## config.mk

```make
export PLATFORM = sky130hd
export DESIGN_NAME = tau_norm_cell
export DESIGN_NICKNAME = d
export VERILOG_FILES = /design/src/tau_pkg.sv /design/src/tau_norm_cell.sv
export SDC_FILE = /design/constraint.sdc
export NUM_CORES = 1
export LEC_CHECK = 0
export BUFFER_PORTS_ARGS = -buffer_cell sky130_fd_sc_hd__buf_4
export CAP_MARGIN = 20
export CORE_AREA = 2 2 175 177
export CTS_CLUSTER_SIZE = 30
export DETAILED_ROUTE_END_ITERATION = 8
export DIE_AREA = 0 0 177 179
export GPL_ROUTABILITY_DRIVEN = 0
export SYNTH_ARGS = -nofsm -noshare
export SYNTH_HDL_FRONTEND = slang
export SYNTH_SLANG_ARGS = --single-unit
```

## constraint.sdc

```tcl
create_clock -name i_clk -period 3 [get_ports i_clk]
set_clock_uncertainty 0.15 [all_clocks]
set_input_delay 0.3 -clock i_clk [delete_from_list [all_inputs] [get_ports i_clk]]
set_output_delay 0.3 -clock i_clk [all_outputs]
set_load 0.005 [all_outputs]
```

## src/tau_pkg.sv

```systemverilog
// Shared widths, types and helpers for the tile atlas UV lookup.
`default_nettype none

package tau_pkg;

    // Field widths
    localparam int unsigned GID_W      = 20;
    localparam int unsigned CNT_W      = 16;
    localparam int unsigned DIM_W      = 15;
    localparam int unsigned SP_W       = 8;
    localparam int unsigned PITCH_W    = 16;
    localparam int unsigned PROD_W     = 32;
    localparam int unsigned PIX_W      = 29;
    localparam int unsigned FRAC_W     = 16;
    localparam int unsigned UV_W       = 18;
    localparam int unsigned QUO_W      = FRAC_W + 1;
    localparam int unsigned CFG_IDX_W  = 3;
    localparam int unsigned CFG_DATA_W = 20;

    // Border round the atlas, in pixels
    localparam int unsigned MARGIN = 0;

    localparam logic [PIX_W-1:0] PIX_MAX = {PIX_W{1'b1}};
    localparam logic [UV_W-1:0]  UV_MAX  = UV_W'(1) << (FRAC_W + 1);

    // Cell counts: one quotient bit per cell
    localparam int unsigned DIV_CELLS  = CNT_W;
    localparam int unsigned NORM_CELLS = QUO_W;

    // Normalisation lanes
    localparam int unsigned LANES   = 4;
    localparam int unsigned LANE_PX = 0;
    localparam int unsigned LANE_PY = 1;
    localparam int unsigned LANE_TW = 2;
    localparam int unsigned LANE_TH = 3;

    typedef enum logic [CFG_IDX_W-1:0] {
        CFG_FIRST_GID    = 3'd0,
        CFG_TILE_COUNT   = 3'd1,
        CFG_COLUMNS      = 3'd2,
        CFG_TILE_WIDTH   = 3'd3,
        CFG_TILE_HEIGHT  = 3'd4,
        CFG_SPACING      = 3'd5,
        CFG_IMAGE_WIDTH  = 3'd6,
        CFG_IMAGE_HEIGHT = 3'd7
    } t_cfg_idx;

    typedef struct packed {
        logic in_range;
    } t_front_side;

    typedef struct packed {
        logic             in_range;
        logic [PIX_W-1:0] pixel_x;
        logic [PIX_W-1:0] pixel_y;
    } t_back_side;

    typedef struct packed {
        logic             sat;
        logic [DIM_W-1:0] rem;
        logic [QUO_W-1:0] acc;
    } t_norm_lane;

    typedef t_norm_lane [LANES-1:0]       t_lanes;
    typedef logic [LANES-1:0][DIM_W-1:0] t_lane_divs;

    typedef struct packed {
        logic             in_range;
        logic [PIX_W-1:0] pixel_x;
        logic [PIX_W-1:0] pixel_y;
        logic [UV_W-1:0]  u_coord;
        logic [UV_W-1:0]  v_coord;
        logic [UV_W-1:0]  u_size;
        logic [UV_W-1:0]  v_size;
    } t_result;

    // Set up a lane: saturate once value reaches twice the divisor, else
    // preload the remainder with value/2 and shift the last bit in first.
    function automatic t_norm_lane f_lane_init(input logic [PROD_W-1:0] value,
                                               input logic [DIM_W-1:0]  dim);
        t_norm_lane lane;
        lane.sat = (value >= PROD_W'({dim, 1'b0}));
        lane.rem = lane.sat ? '0 : value[DIM_W:1];
        lane.acc = {value[0], {FRAC_W{1'b0}}};
        return lane;
    endfunction

    function automatic logic [UV_W-1:0] f_lane_result(input t_norm_lane lane);
        return lane.sat ? UV_MAX : {1'b0, lane.acc};
    endfunction

    function automatic logic [PIX_W-1:0] f_sat_pix(input logic [PROD_W-1:0] value);
        return (|value[PROD_W-1:PIX_W]) ? PIX_MAX : value[PIX_W-1:0];
    endfunction

endpackage

`default_nettype wire

```

## src/tau_norm_cell.sv

```systemverilog
// One quotient bit of the four UV normalisation lanes.
`default_nettype none

module tau_norm_cell import tau_pkg::*; (
    input  logic       i_clk,
    input  logic       i_rst_n,
    input  logic       i_en,
    input  logic       i_vld,
    input  t_back_side i_side,
    input  t_lanes     i_lanes,
    input  t_lane_divs i_divs,
    output logic       o_vld,
    output t_back_side o_side,
    output t_lanes     o_lanes
);

    logic       r_vld;
    t_back_side r_side;
    t_lanes     r_lanes;
    t_lanes     n_lanes;

    always_comb begin
        logic [DIM_W:0] trial;
        logic [DIM_W:0] diff;
        logic           ge;
        for (int l = 0; l < LANES; l++) begin
            trial = {i_lanes[l].rem, i_lanes[l].acc[QUO_W-1]};
            ge    = (trial >= {1'b0, i_divs[l]});
            diff  = trial - {1'b0, i_divs[l]};
            n_lanes[l].sat = i_lanes[l].sat;
            n_lanes[l].rem = ge ? diff[DIM_W-1:0] : trial[DIM_W-1:0];
            n_lanes[l].acc = {i_lanes[l].acc[QUO_W-2:0], ge};
        end
    end

    always_ff @(posedge i_clk) begin
        if (!i_rst_n) begin
            r_vld <= 1'b0;
        end else if (i_en) begin
            r_vld <= i_vld;
        end
    end

    always_ff @(posedge i_clk) begin
        if (i_en) begin
            r_side  <= i_side;
            r_lanes <= n_lanes;
        end
    end

    assign o_vld   = r_vld;
    assign o_side  = r_side;
    assign o_lanes = r_lanes;

endmodule

`default_nettype wire

```

==> results.json <==
{
  "status": "finished clean",
  "power_density_mw_per_mm2": 495,
  "setup_viol": 0,
  "cts_buffers": 17,
  "drc": 0,
  "cp_max_fo": 15,
  "multi_input_area_mm2": 0.00350,
  "avgSynthCellArea_um2": 13.3,
  "pwr-share-seq_pct": 43.9,
  "top_layer_used": "met5",
  "min_path_type": "in2reg",
  "synthTopCellsByArea": "edfxtp_1 60%, ha_1 7.8%, mux2_2 4.3%",
  "synth_compound_area_share_pct": 11.3,
  "max_cap_viol_count": 0,
  "grt_pass1_wl_mm": 43.5,
  "post-place-cells": 1586,
  "wl_mm": 29.5,
  "peakVddDrop_mv": 0.325,
  "synth_mux_area_share_pct": 6.47,
  "cts_tree": "done",
  "fill_cells": 2591,
  "setup_tns_ns": 0,
  "cp.required_ns": 3.05,
  "synth_edf_count": 191,
  "slew_viol_final": 0,
  "cts-root-buf": "clkbuf_16",
  "cts_buffer_depth": 2,
  "place.detailed.hpwl_mm": 22.2,
  "seqCellArea_mm2": 0.00576,
  "p_sw_w": 0.00199,
  "synth_cell_types": 63,
  "postLayoutCoreUtil_pct": 51.8,
  "synth-xor-area-share_pct": 3.64,
  "tightest_slew_ns": 0.486,
  "grt_util_all_layers_pct": 18.1,
  "wl_met3_mm": 1.99,
  "m1WireLength_mm": 12.0,
  "antenna_found_initial": 1,
  "grt_max_degree": 69,
  "fin_hold_ws_ns": 0.0273,
  "final_cells": 1749,
  "cts_resized": 0,
  "ys_ff_latch": 192,
  "wl_per_cell_um": 16.9,
  "power_frac_clock_pct": 31.8,
  "post-synth-top-count-cell": "edfxtp_1",
  "syn2layout_area_growth_pct": 61.7,
  "grt_setup_unrepaired": "no",
  "drt_iter0_drc": 377,
  "yosys-top-cells-count": "191 x edfxtp_1, 87 x inv_1, 60 x ha_1",
  "combPwrFrac_pct": 24.3,
  "grt_overflow": 0,
  "min_period_ns": 2.59,
  "yosysTopAreaCell": "edfxtp_1",
  "swShare_pct": 25.9,
  "synth_fp_nets": 1044,
  "num_vias": 7962,
  "worstSetupPathType": "in2reg",
  "worstSetupEndpointType": "flip-flop",
  "finalHoldViolations": 0,
  "slew_headroom_pct": 67.6,
  "clock_sinks": 192,
  "first_pass_iters": 5,
  "grt_pass1_vias": 8138,
  "viasPerCell": 4.55,
  "ys.flop_type": "edfxtp_1",
  "fp.dieH_um": 179,
  "p_int_w": 0.00571,
  "wl_met2_mm": 15.1,
  "core_mm2": 0.0300,
  "ant_nets": 0,
  "yosysTopAreaCellShare_pct": 59.6,
  "synth_simple_gate_area_share_pct": 6.32,
  "die_x_um": 177,
  "critPathLaunchType": "input port",
  "start_util_pct": 32.1,
  "h-tree-depth": 4,
  "ys_warn_count": 0,
  "synth_cells": 725,
  "synth_area_mm2": 0.00963,
  "insertion_delay_ns": 0.43,
  "fmax_mhz": 387,
  "worstPathArrival_ns": 2.63,
  "nNetsFinal": 1658,
  "synth_top_family_by_area": "compound AO/OA/AOI/OAI gates",
  "io_pins": 447,
  "timing.final.crit_share_pct": 86.2,
  "ys_seq_area_share_pct": 59.8,
  "p_leak_nw": 7.00,
  "die-area_mm2": 0.0317,
  "drive_gt1_share_pct": 41.1,
  "rows": 64,
  "ys_async_sr_fraction_pct": 0,
  "io_buffers": 446,
  "synth_adder_area_share_pct": 8.63,
  "clk_pin_slew_worst_paths_ns": 0.08
}
[worst max-delay path, cell delays in order]
cell,delay (ns)
buf_4,0.12
ha_1,0.37
a21oi_1,0.22
o21ai_0,0.14
a31oi_1,0.18
o21ai_0,0.13
o31a_1,0.35
nor2_4,0.40
mux2_2,0.40
[cells by family (layout without fill, tap and decap cells)]
kind of cell | count (synthesis) | in the layout
AND/OR/NAND/NOR | 124 | 124
XOR/XNOR | 40 | 40
flip-flops | 192 | 192
multiplexers | 54 | 54
buffers and inverters | 93 | 720
AO/OA/AOI/OAI | 158 | 158
other | 0 | 1
adder cells (fa/ha/maj) | 64 | 64
[path summary, 6_finish.rpt]
check,from,end,depth (start not counted),slack (ns)
setup reg to reg,o_vld$_SDFFE_PN0P_,o_vld$_SDFFE_PN0P_,3,1.69
hold / removal,i_lanes[128],o_lanes[129]$_DFFE_PP_,2,0.03
setup / recovery,i_lanes[56],o_lanes[56]$_DFFE_PP_,9,0.41
hold reg to reg,o_vld$_SDFFE_PN0P_,o_vld$_SDFFE_PN0P_,3,0.94
[cell usage in the layout, fill, tap and decap left out, types with 3 or more instances in the layout]
master | netlist | layout
buf_4 | 2 | 467
edfxtp_1 | 191 | 191
dlygate4sd3_1 | 0 | 130
inv_1 | 87 | 87
ha_1 | 60 | 60
mux2_2 | 37 | 37
nor2_1 | 37 | 37
a21oi_1 | 33 | 33
nand2_1 | 31 | 31
o21ai_0 | 25 | 25
xnor2_1 | 24 | 24
a21o_1 | 19 | 19
clkbuf_16 | 0 | 17
o21a_1 | 16 | 16
xor2_1 | 16 | 16
nor2b_1 | 13 | 13
a31oi_1 | 13 | 13
mux2i_1 | 9 | 9
nand4_1 | 8 | 8
nor3_1 | 7 | 7
mux2_4 | 7 | 7
and3_1 | 6 | 6
o21bai_1 | 6 | 6
nand3_1 | 5 | 5
o31a_1 | 5 | 5
o21ai_1 | 4 | 4
a211oi_1 | 4 | 4
o211ai_1 | 4 | 4
nand2b_1 | 4 | 4
fa_1 | 4 | 4
inv_6 | 0 | 4
a211o_1 | 3 | 3
bufinv_16 | 0 | 3
buf_12 | 0 | 3
[area by class of cell]
cell class                 instances  share of cell area [%]
sequential                       192                    37.0
timing repair buffer             601                    31.4
multi-input combinational        440                    22.5
tap                              396                    3.18
clock buffer                      17                    2.73
inverter                          87                    2.10
clock inverter                    15                    1.17
antenna                            1                  0.0161
[power by group through the flow]
stage,Combinational [W],Sequential (W),Clock (W)
floorplan,0.000735,0.00346,0
global placement,0.00172,0.00343,0
detailed placement,0.00173,0.00344,0
CTS,0.00188,0.00338,0.00253
global route,0.00206,0.00340,0.00261
finish,0.00187,0.00338,0.00245
[state kept, by name, summed over array words and instances (netlist names)]
name     count
o_lanes    132
o_side      59
o_vld        1
[stage by stage]
step	cell area, um2	power [W]	setup WS [ns]
after floorplan	9630	0.00419	0.131
after global placement	13700	0.00515	0.0258
after detailed placement	13700	0.00517	-0.0478
after CTS	15600	0.00779	0.433
after global routing	15600	0.00807	0.257
final	15600	0.00770	0.413
[layer usage]
layer  vias to the layer above  global-route usage (%)
met1                      3720                    21.0
met5                         -                       0
met2                       295                    32.3
li1                       3918                       -
met4                         2                    6.40
met3                        27                    4.56
[timing repair]
item / in CTS / in global routing
endpoints found under the hold margin: 129 / 0
setup buffers: 0 / 0
hold buffers: 130 / 0
setup endpoints to repair: 0 / 0
Power figures use the tool's default switching activity.
