==> config.mk <==
export PLATFORM = sky130hd
export DESIGN_NAME = tau_div_cell
export DESIGN_NICKNAME = d
export VERILOG_FILES = /design/src/tau_pkg.sv /design/src/tau_div_cell.sv
export SDC_FILE = /design/constraint.sdc
export NUM_CORES = 1
export LEC_CHECK = 0
export BUFFER_PORTS_ARGS = -buffer_cell sky130_fd_sc_hd__buf_2
export CORE_ASPECT_RATIO = 2
export CORE_MARGIN = 4
export CORE_UTILIZATION = 48
export DETAILED_ROUTE_END_ITERATION = 6
export PLACE_DENSITY = 0.79
export SETUP_SLACK_MARGIN = 0.4
export SYNTH_ARGS = -nofsm -noshare
export SYNTH_HDL_FRONTEND = slang
export SYNTH_SLANG_ARGS = --single-unit
export TNS_END_PERCENT = 50
==> constraint.sdc <==
create_clock -name i_clk -period 2.73 [get_ports i_clk]
set_input_delay 0.1365 -clock i_clk [delete_from_list [all_inputs] [get_ports i_clk]]
set_output_delay 0.1365 -clock i_clk [all_outputs]
set_load 0.005 [all_outputs]
==> src/tau_pkg.sv <==
// Shared widths, types and helpers for the tile atlas UV lookup.
`default_nettype none

package tau_pkg;

    // Field widths
    localparam int unsigned GID_W      = 20;
    localparam int unsigned CNT_W      = 16;
    localparam int unsigned DIM_W      = 15;
    localparam int unsigned SP_W       = 8;
    localparam int unsigned PITCH_W    = 16;
    localparam int unsigned PROD_W     = 32;
    localparam int unsigned PIX_W      = 29;
    localparam int unsigned FRAC_W     = 16;
    localparam int unsigned UV_W       = 18;
    localparam int unsigned QUO_W      = FRAC_W + 1;
    localparam int unsigned CFG_IDX_W  = 3;
    localparam int unsigned CFG_DATA_W = 20;

    // Border round the atlas, in pixels
    localparam int unsigned MARGIN = 0;

    localparam logic [PIX_W-1:0] PIX_MAX = {PIX_W{1'b1}};
    localparam logic [UV_W-1:0]  UV_MAX  = UV_W'(1) << (FRAC_W + 1);

    // Cell counts: one quotient bit per cell
    localparam int unsigned DIV_CELLS  = CNT_W;
    localparam int unsigned NORM_CELLS = QUO_W;

    // Normalisation lanes
    localparam int unsigned LANES   = 4;
    localparam int unsigned LANE_PX = 0;
    localparam int unsigned LANE_PY = 1;
    localparam int unsigned LANE_TW = 2;
    localparam int unsigned LANE_TH = 3;

    typedef enum logic [CFG_IDX_W-1:0] {
        CFG_FIRST_GID    = 3'd0,
        CFG_TILE_COUNT   = 3'd1,
        CFG_COLUMNS      = 3'd2,
        CFG_TILE_WIDTH   = 3'd3,
        CFG_TILE_HEIGHT  = 3'd4,
        CFG_SPACING      = 3'd5,
        CFG_IMAGE_WIDTH  = 3'd6,
        CFG_IMAGE_HEIGHT = 3'd7
    } t_cfg_idx;

    typedef struct packed {
        logic in_range;
    } t_front_side;

    typedef struct packed {
        logic             in_range;
        logic [PIX_W-1:0] pixel_x;
        logic [PIX_W-1:0] pixel_y;
    } t_back_side;

    typedef struct packed {
        logic             sat;
        logic [DIM_W-1:0] rem;
        logic [QUO_W-1:0] acc;
    } t_norm_lane;

    typedef t_norm_lane [LANES-1:0]       t_lanes;
    typedef logic [LANES-1:0][DIM_W-1:0] t_lane_divs;

    typedef struct packed {
        logic             in_range;
        logic [PIX_W-1:0] pixel_x;
        logic [PIX_W-1:0] pixel_y;
        logic [UV_W-1:0]  u_coord;
        logic [UV_W-1:0]  v_coord;
        logic [UV_W-1:0]  u_size;
        logic [UV_W-1:0]  v_size;
    } t_result;

    // Set up a lane: saturate once value reaches twice the divisor, else
    // preload the remainder with value/2 and shift the last bit in first.
    function automatic t_norm_lane f_lane_init(input logic [PROD_W-1:0] value,
                                               input logic [DIM_W-1:0]  dim);
        t_norm_lane lane;
        lane.sat = (value >= PROD_W'({dim, 1'b0}));
        lane.rem = lane.sat ? '0 : value[DIM_W:1];
        lane.acc = {value[0], {FRAC_W{1'b0}}};
        return lane;
    endfunction

    function automatic logic [UV_W-1:0] f_lane_result(input t_norm_lane lane);
        return lane.sat ? UV_MAX : {1'b0, lane.acc};
    endfunction

    function automatic logic [PIX_W-1:0] f_sat_pix(input logic [PROD_W-1:0] value);
        return (|value[PROD_W-1:PIX_W]) ? PIX_MAX : value[PIX_W-1:0];
    endfunction

endpackage

`default_nettype wire

==> src/tau_div_cell.sv <==
// One restoring-division step of the column/row split.
`default_nettype none

module tau_div_cell import tau_pkg::*; (
    input  logic             i_clk,
    input  logic             i_rst_n,
    input  logic             i_en,
    input  logic             i_vld,
    input  t_front_side      i_side,
    input  logic [DIM_W-1:0] i_rem,
    input  logic [CNT_W-1:0] i_acc,
    input  logic [DIM_W-1:0] i_div,
    output logic             o_vld,
    output t_front_side      o_side,
    output logic [DIM_W-1:0] o_rem,
    output logic [CNT_W-1:0] o_acc
);

    logic             r_vld;
    t_front_side      r_side;
    logic [DIM_W-1:0] r_rem;
    logic [CNT_W-1:0] r_acc;
    logic [DIM_W-1:0] n_rem;
    logic [CNT_W-1:0] n_acc;
    logic [DIM_W:0]   w_trial;
    logic [DIM_W:0]   w_diff;
    logic             w_ge;

    always_comb begin
        w_trial = {i_rem, i_acc[CNT_W-1]};
        w_ge    = (w_trial >= {1'b0, i_div});
        w_diff  = w_trial - {1'b0, i_div};
        n_rem   = w_ge ? w_diff[DIM_W-1:0] : w_trial[DIM_W-1:0];
        n_acc   = {i_acc[CNT_W-2:0], w_ge};
    end

    always_ff @(posedge i_clk) begin
        if (!i_rst_n) begin
            r_vld <= 1'b0;
        end else if (i_en) begin
            r_vld <= i_vld;
        end
    end

    always_ff @(posedge i_clk) begin
        if (i_en) begin
            r_side <= i_side;
            r_rem  <= n_rem;
            r_acc  <= n_acc;
        end
    end

    assign o_vld  = r_vld;
    assign o_side = r_side;
    assign o_rem  = r_rem;
    assign o_acc  = r_acc;

endmodule

`default_nettype wire

==> impl.org, run 1 <==
** Status
- The flow ran to the end, and the final reports show no timing, DRC or antenna violations.

** Pwr
- For this design the ratio of total power to cell area is 525 nW/um^2.
- VDD sags by at most 0.317 mV.
- Leakage power :: 0.00123 uW

** Final layout
- 0 antenna diodes ended up in the layout.
- In the final design database the tool counted 338 nets.
- After the flow finishes, the layout carries non-filler instances totaling 324.
- Syn-to-layout area delta :: 27.0%
- Fill cells in the final layout number 369.
- Share of layout cells above drive strength 1 :: 39.3%

** Floorplan
- Initial standard-cell utilization of the core :: 50.4%
- 84 I/O pins were placed.
- The floorplan has 33 rows.
- Measured along the x axis, the die boundary spans 54.6 um.
- Area of the die :: 5520 sq um
- In this run the vertical extent of the chip is 101 um.
- Standard cell core area :: 4130 sq um

** Worst setup path
- In this run the critical register-to-register path is launched from o_vld.
- CP Depth :: 10
- Worst R2R End :: o_vld
- Crit path largest cell delay :: 410 ps
- Standard cell with the maximum stage delay on the critical path :: sky130_fd_sc_hd__fa_1
- Critical Path AT :: 2260 ps
- Type of the worst setup path :: in -> reg
- The number of cells on the worst reg-to-reg path is 2.
- Critical Path Sink Type :: flop
- Critical path data required time :: 2770 ps
- The signal on the critical path passes through buf_2, inv_1, ha_1, fa_1, nor2b_1, o22a_1, o21ai_1, a31oi_4, buf_12, mux2_2.
- Count of buffering cells on the critical path with inverters included :: 3
- Crit path launch type :: input pin
- Cell type group with the largest total delay on the critical path :: compound AO/OA/AOI/OAI gates
- Critical-path maximum fanout :: 17
- Slack of the worst reg-to-reg path :: 2140 ps

** Global routing
- For this run the aggregate overflow at the end of global routing stands at 0.
- In the global route stage, met1 resource usage came out at 16.2%.
- For met2 alone, demand over resource in global routing was 32.6%.
- In the global route stage, met3 resource usage came out at 2.67%.
- The number of antenna violations at the first check in global routing is 0.
- Entering global routing, the biggest net connects 34 pins.
- Number of global-route vias before repair :: 1671
- Layer carrying the most global-route usage :: met2
- Total routing usage reported by global routing :: 17.3%
- The first global-routing pass estimated 7000 um of wire.

** Hold path
- In this run the most critical hold path is launched from i_acc[1].
- Hold/Removal Path Class :: in -> reg
- Cell depth of the worst min-delay path :: 1
- End point of the most critical hold path :: o_acc[2]

** CTS
- Post-CTS timing repair inserted 0 buffers for setup.
- In this run the deepest clock path goes through 2 buffers.
- TritonCTS built the clock tree.
- Total clock buffers created by CTS :: 5
- The clock reaches the later pin of the worst-skew pair after 270 ps.
- Clock slew at reported path FFs :: 70 ps
- The number of gates resized after CTS was 0.
- Clock Tree Root :: sky130_fd_sc_hd__clkbuf_8
- Number of hold buffers added after cts :: 0
- Number of H-tree levels :: 2
- Number of clock sinks :: 33

** Route
- For this run, design rule violations remaining after detail routing come to 0.
- After detailed routing, the number of vias per cell comes to 5.13.
- Summed over all layers, the routed wires come to 4470 um.
- The count of nets left with antenna violations once routing finished came out at 0.
- Before antenna repair, the detailed router went through 4 iterations.
- After the first detailed-routing iteration, the DRC count stood at 26.
- Detailed routing inserted a total of 1661 vias.
- Routed len/inst :: 13.8 um

** Timing
- Post-Route Skew :: 0 ps
- Setup repair after global routing left no endpoint under its margin.
- The max-slew violation total from the final report was 0.
- Min Hold Slack :: 28.3 ps
- Final setup TNS :: 0 ps
- Final min period :: 2220 ps
- Transition time of the tightest slew-check pin :: 727 ps
- Final hold vios :: 0
- Static timing analysis puts the maximum clock frequency at 0.450 GHz.
- Of the available clock period, the critical path in the final layout requires 81.5%.
- In this run the tightest slew margin relative to its limit is 51.5%.
- Number of failing setup endpoints in the final timing report :: 0

** Placement
- The number of placed instances, taps included, is 316.
- Once detailed placement completed, the half-perimeter wirelength came to 3670 um.
- At the end of routability-driven placement, the weighted congestion stood at 0.843.
- Number of buffers inserted by port buffering :: 83

** Synthesis
- Sequential elements use 47.1% of the synthesized area.
- The synthesized design contains 33 register bits.
- Yosys attributes the largest share of cell area to sky130_fd_sc_hd__edfxtp_1 (46%), sky130_fd_sc_hd__ha_1 (9.0%), sky130_fd_sc_hd__mux2_4 (4.3%), sky130_fd_sc_hd__inv_1 (3.8%), sky130_fd_sc_hd__a21oi_1 (3.4%).
- A synthesized cell averages 11.4 sq um.
- Counting every instance in the synthesized netlist gives 183.
- Syn nets :: 250
- Cell variety after synth :: 46
- For this run, the number of Yosys warnings is 0.
- The share of synthesized area in the top cell type comes to 46.2%.
- The largest total area in the synthesized netlist belongs to sky130_fd_sc_hd__edfxtp_1.
- In this run the cell area of the synthesized design comes to 2080 sq um.

** Run
- Total of max-cap violations :: 0
## registers in the layout (all words and copies together), names as in the netlist
| name | flops |
|---|---|
| o_acc | 16 |
| o_side | 1 |
| o_vld | 1 |
| o_rem | 15 |
## power breakdown
part           total, uW  internal [uW]  switching (uW)
registers            643            630            13.0
logic                403            206             197
clock network        342            176             166
total               1390           1010             376
## worst reg2reg max path, cell delays in order, from the launching register on
cell and delay (ps):
sky130_fd_sc_hd__dfxtp_1 310, sky130_fd_sc_hd__mux2i_1 120, sky130_fd_sc_hd__nor2b_1 60
## cells by family (layout without fill, tap and decap cells)
kind of cell    Yosys count  count (layout)  share of synthesized area, %
fa+ha+maj                16              16                          9.98
flops                    33              33                          47.1
xor+xnor                  9               9                          3.79
simple gates             44              44                          11.1
buf+inv                  25             114                          5.17
mux                      11              11                          6.86
compound gates           45              45                          15.9
## worst max path at each step
stage	start	slack (ps)	endpoint
6_report	i_acc[15]	510	o_rem[3]
3_3_place_gp	i_acc[15]	300	o_rem[3]
4_1_cts	i_acc[15]	510	o_rem[3]
5_1_grt	i_acc[15]	400	o_rem[3]
2_1_floorplan	i_acc[15]	580	o_rem[12]
3_5_place_dp	i_acc[15]	230	o_rem[3]
## through the flow
step           instance area [sq um]  worst slack [ps]  total power (uW)  utilization, %
2_1_floorplan                   2080               583               910               -
3_5_place_dp                    2560               227              1060            62.0
3_3_place_gp                    2560               298              1050            62.0
4_1_cts                         2640               508              1410            64.0
5_1_grt                         2640               403              1480            64.0
6_report                        2640               505              1390            64.0
## cells in the final DEF (no fill, tap or decap), types with 4 or more instances in the layout
cell type / instances
sky130_fd_sc_hd__inv_1: 21
sky130_fd_sc_hd__ha_1: 15
sky130_fd_sc_hd__edfxtp_1: 32
sky130_fd_sc_hd__nor2_1: 14
sky130_fd_sc_hd__a21oi_1: 14
sky130_fd_sc_hd__xor2_1: 4
sky130_fd_sc_hd__clkbuf_8: 5
sky130_fd_sc_hd__o21a_1: 5
sky130_fd_sc_hd__nand2_1: 11
sky130_fd_sc_hd__o21ai_0: 7
sky130_fd_sc_hd__xnor2_1: 5
sky130_fd_sc_hd__mux2_4: 6
sky130_fd_sc_hd__buf_2: 83
## Yosys cell counts (all sizes together)
master and n:
o21bai 2, or3 2, nor3b 4, o41ai 1, ha 15, inv 21
nand2 11, a211oi 3, a221oi 1, fa 1, o31ai 1, a21oi 14
a31o 2, nand2b 2, buf 4, a31oi 3, nand3b 1, nor4 2
nor2 14, a21o 1, o21ai 8, and3 1, dfxtp 1, nor2b 3
and4 1, o21a 5, o211ai 1, o221ai 1, nor3 1, o22a 2
mux2i 3, xor2 4, xnor2 5, or2 2, mux2 8, edfxtp 32
## final cells by class
type	count	area (sq um)	area share [%]
clock buffer	6	72.6	2.75
clock inverter	2	10.0	0.379
inverter	21	78.8	2.98
multi-input combinational	125	992	37.5
sequential	33	981	37.1
tap	52	65.1	2.46
timing repair buffer	85	443	16.8
## routing by layer
| metal | vias to the layer above | wire length, um |
|---|---|---|
| li1 | 843 | - |
| met1 | 759 | 1470 |
| met2 | 52 | 2550 |
| met3 | 7 | 346 |
| met4 | 0 | 114 |
| met5 | - | 0 |
Power figures use the tool's default switching activity.
==> run 2, diff against run 1 <==
CORE_UTILIZATION = 44   (was 48)
PLACE_DENSITY = 0.77   (was 0.79)
clock period = 1.85 ns   (was 2.73 ns; I/O delays follow)
==> impl.org, run 2 (synthesis gave the netlist of run 1 again) <==
** Worst setup path
- Cells along the critical path :: buf_2, ha_4, a21o_1, o21bai_4, a221oi_4, a31oi_4, buf_12, buf_16, buf_8, nor2_2, a21oi_1
- Type of the worst setup path :: in -> reg
- The worst setup path is captured at a flop.
- Launching point of the worst reg2reg path :: o_vld
- The register-to-register setup slack is 1260 ps (-880 ps).
- Cell type group with the largest total delay on the critical path :: compound AO/OA/AOI/OAI gates
- Crit path launch type :: input pin
- The number of cells traversed by the worst register-to-register path came to 2 (unchanged).
- The arrival time at the worst endpoint came to 1870 ps (-390 ps).
- Crit path largest cell delay :: 330 ps (-80 ps)
- Standard cell with the maximum stage delay on the critical path :: sky130_fd_sc_hd__a221oi_4
- Critical-path maximum fanout :: 7 (-10)
- Worst R2R End :: o_vld
- Count of buffering cells on the critical path with inverters included :: 4 (+1)
- CP Depth :: 11 (+1)
- The data required time of the worst path came to 1900 ps (-870 ps).

** Final layout
- Share of layout cells above drive strength 1 :: 55.6% (+16 points)
- Max FFs per register :: 16 (unchanged)
- The total of fill cells in the finished design came to 301 (-18%).
- Count of nets after finishing :: 404 (+20%)
- Design area :: 3470 sq um (+31%)
- Leaving out fill and tap cells, the most frequent cell in the layout is sky130_fd_sc_hd__buf_2.
- Antenna Cells :: 0 (unchanged)
- Syn-to-layout area delta :: 66.9%
- Leading cell types in the layout, fill and taps excluded :: sky130_fd_sc_hd__buf_2 (79), sky130_fd_sc_hd__buf_4 (47), sky130_fd_sc_hd__edfxtp_1 (32), sky130_fd_sc_hd__inv_1 (18), sky130_fd_sc_hd__dlygate4sd3_1 (16)
- Final non-filler cell total :: 393 (+21%)

** Route
- Number of optimization iterations in the first detailed-route pass :: 4 (unchanged)
- The total wirelength of the detailed-routed design was 5890 um (+32%).
- Antenna Nets Post-Route :: 0 (unchanged)
- DRC violations left :: 0 (unchanged)
- Routed vias :: 1973 (+19%)
- The detail-routed via count per cell came to 5.02 (-2.1%).
- The routed wire length per instance came to 15.0 um (+8.6%).
- Starting DRT DRC Count :: 43 (+65%)

** Hold path
- Cell depth of the worst min-delay path :: 2 (+1)
- The worst hold path begins at i_rst_n.
- The path with the worst hold slack has its endpoint at o_vld.
- Hold/Removal Path Class :: in -> reg

** Placement
- The quantity of I/O buffers inserted on ports came to 83 (unchanged).
- The final estimated routing congestion in global placement came to 0.851 (+0.91%).
- The post-placement cell count came to 361 (+14%).
- Placement-stage worst setup slack :: -314 ps (-541 ps)
- The placed wire-length estimate after detailed placement was 4050 um (+11%).
- Placed cell areas :: 2940 sq um (+15%)

** CTS
- The clock latency at the later pin of the worst-skew pair was 280 ps (about the same).
- Clock Tree Root :: sky130_fd_sc_hd__clkbuf_8
- The number of buffers added by the clock tree synthesis step was 5 (unchanged).
- TritonCTS clock tree :: done
- Maximum buffer depth of the clock tree :: 2 (unchanged)
- The H-tree depth reported by CTS was 2 (unchanged).
- The number of clock sinks is 33 (unchanged).
- The clock-pin slew on the worst setup and hold paths is 70 ps (about the same).

** Timing
- The final worst clock skew came to 0 ps (unchanged).
- Final worst path period share :: 98.3%
- The relative slew slack was 68.8% (+17 points).
- Min Hold Slack :: 21.8 ps (-6.47 ps)
- Final hold vios :: 0 (unchanged)
- Final worst setup slack :: 30.7 ps (-475 ps)
- Final min period :: 1820 ps
- RSZ-0062 raised after global routing :: true
- The max-slew violation total from the final report was 0 (unchanged).
- The worst-margin pin slew was 468 ps (-259 ps).
- The total of endpoints with negative setup slack in the final report is 0 (unchanged).
- Derived from the worst setup path, the maximum achievable clock frequency is 0.550 GHz.

** Floorplan
- Count of standard-cell rows :: 35 (+6.1%)
- The total die area was 5960 sq um (+8.0%).
- I/O pin count :: 84 (unchanged)
- The initial core utilization came to 45.3% (-5.1 points).
- X dimension of the die :: 56.6 um (+3.8%)
- The die extent in y is 105 um (+4.1%).
- The area of the core region came to 4600 sq um (+11%).

** Pwr
- Pwr/cell area :: 685 nW/um^2 (+30%)
- The leakage power is 0.00161 uW (+30%).
- Peak ir drop on the vdd network :: 0.565 mV (+78%)
- Pwr Total :: 2380 uW (+71%)

** Global routing
- The pin count of the biggest net entering global routing was 23 (-32%).
- Total routing usage reported by global routing :: 19.1% (+1.7 points)
- The first-pass GRT wire length came to 9020 um (+29%).
- Number of global-route vias before repair :: 2011 (+20%)
- The number of antenna violations at the first check in global routing came to 0 (unchanged).
- The overflow left after global routing came to 0 (unchanged).

** Status
- The flow ran to the end, and the final reports show no timing, DRC or antenna violations.

** Run
- Total of max-cap violations :: 0 (unchanged)
[run 2: changes by cell type in the layout (fill, tap and decap cells not counted), sizes merged]
cell,before,now
buf,85,135
dlygate4sd3,0,16
[run 2: worst max path at each step]
stage / startpoint / end / slack (ps)
after detailed placement: i_acc[15] / o_rem[3] / -310
after CTS: i_div[7] / o_rem[1] / 60
after floorplan: i_acc[15] / o_rem[12] / -80
after global routing: i_div[7] / o_rem[1] / -40
after global placement: i_acc[15] / o_rem[3] / -250
final: i_rem[6] / o_rem[1] / 30
[run 2: power by group]
group	internal (uW)	leakage (uW)	switching (uW)
Combinational	512	0.00124	391
Sequential	930	0.000322	19.3
Clock	261	0.0000450	265
Total	1700	0.00161	675
[run 2: final cells by class]
type                    instances  area [sq um]  share of cell area [%]
well taps                      55          68.8                    1.98
flip-flops and latches         33           981                    28.2
repair buffers                151          1050                    30.4
multi-input cells             125          1190                    34.4
clock inverters                 2          10.0                   0.288
clock buffers                   6          72.6                    2.09
inverters                      21          91.3                    2.63
[run 2: worst register-to-register path, stage by stage, from the launching register on]
cell	delay [ps]
sky130_fd_sc_hd__dfxtp_1	310
sky130_fd_sc_hd__mux2i_1	120
sky130_fd_sc_hd__nor2b_1	60
[run 2: per-layer routing]
metal,GRT usage [%],up-vias,wire (um)
li1,-,980,-
met1,19.2,913,2040
met2,36.5,68,3370
met3,2.70,12,329
met4,9.17,0,150
met5,0,-,0
[run 2: what timing repair did]
action | in CTS | in global routing
resized for setup | 23 | 22
hold buffers | 16 | 0
setup endpoints to repair | 16 | 16
gates cloned | 1 | 0
pin swaps | 11 | 12
buffers inserted | 4 | 3
hold endpoints to repair | 16 | 0
[run 2: through the flow]
step                      util, %  TNS [ps]
after floorplan                 -      -508
after global placement       64.0     -3060
after detailed placement     64.0     -3710
after CTS                    73.0         0
after global routing         75.5      -161
final                        75.5         0
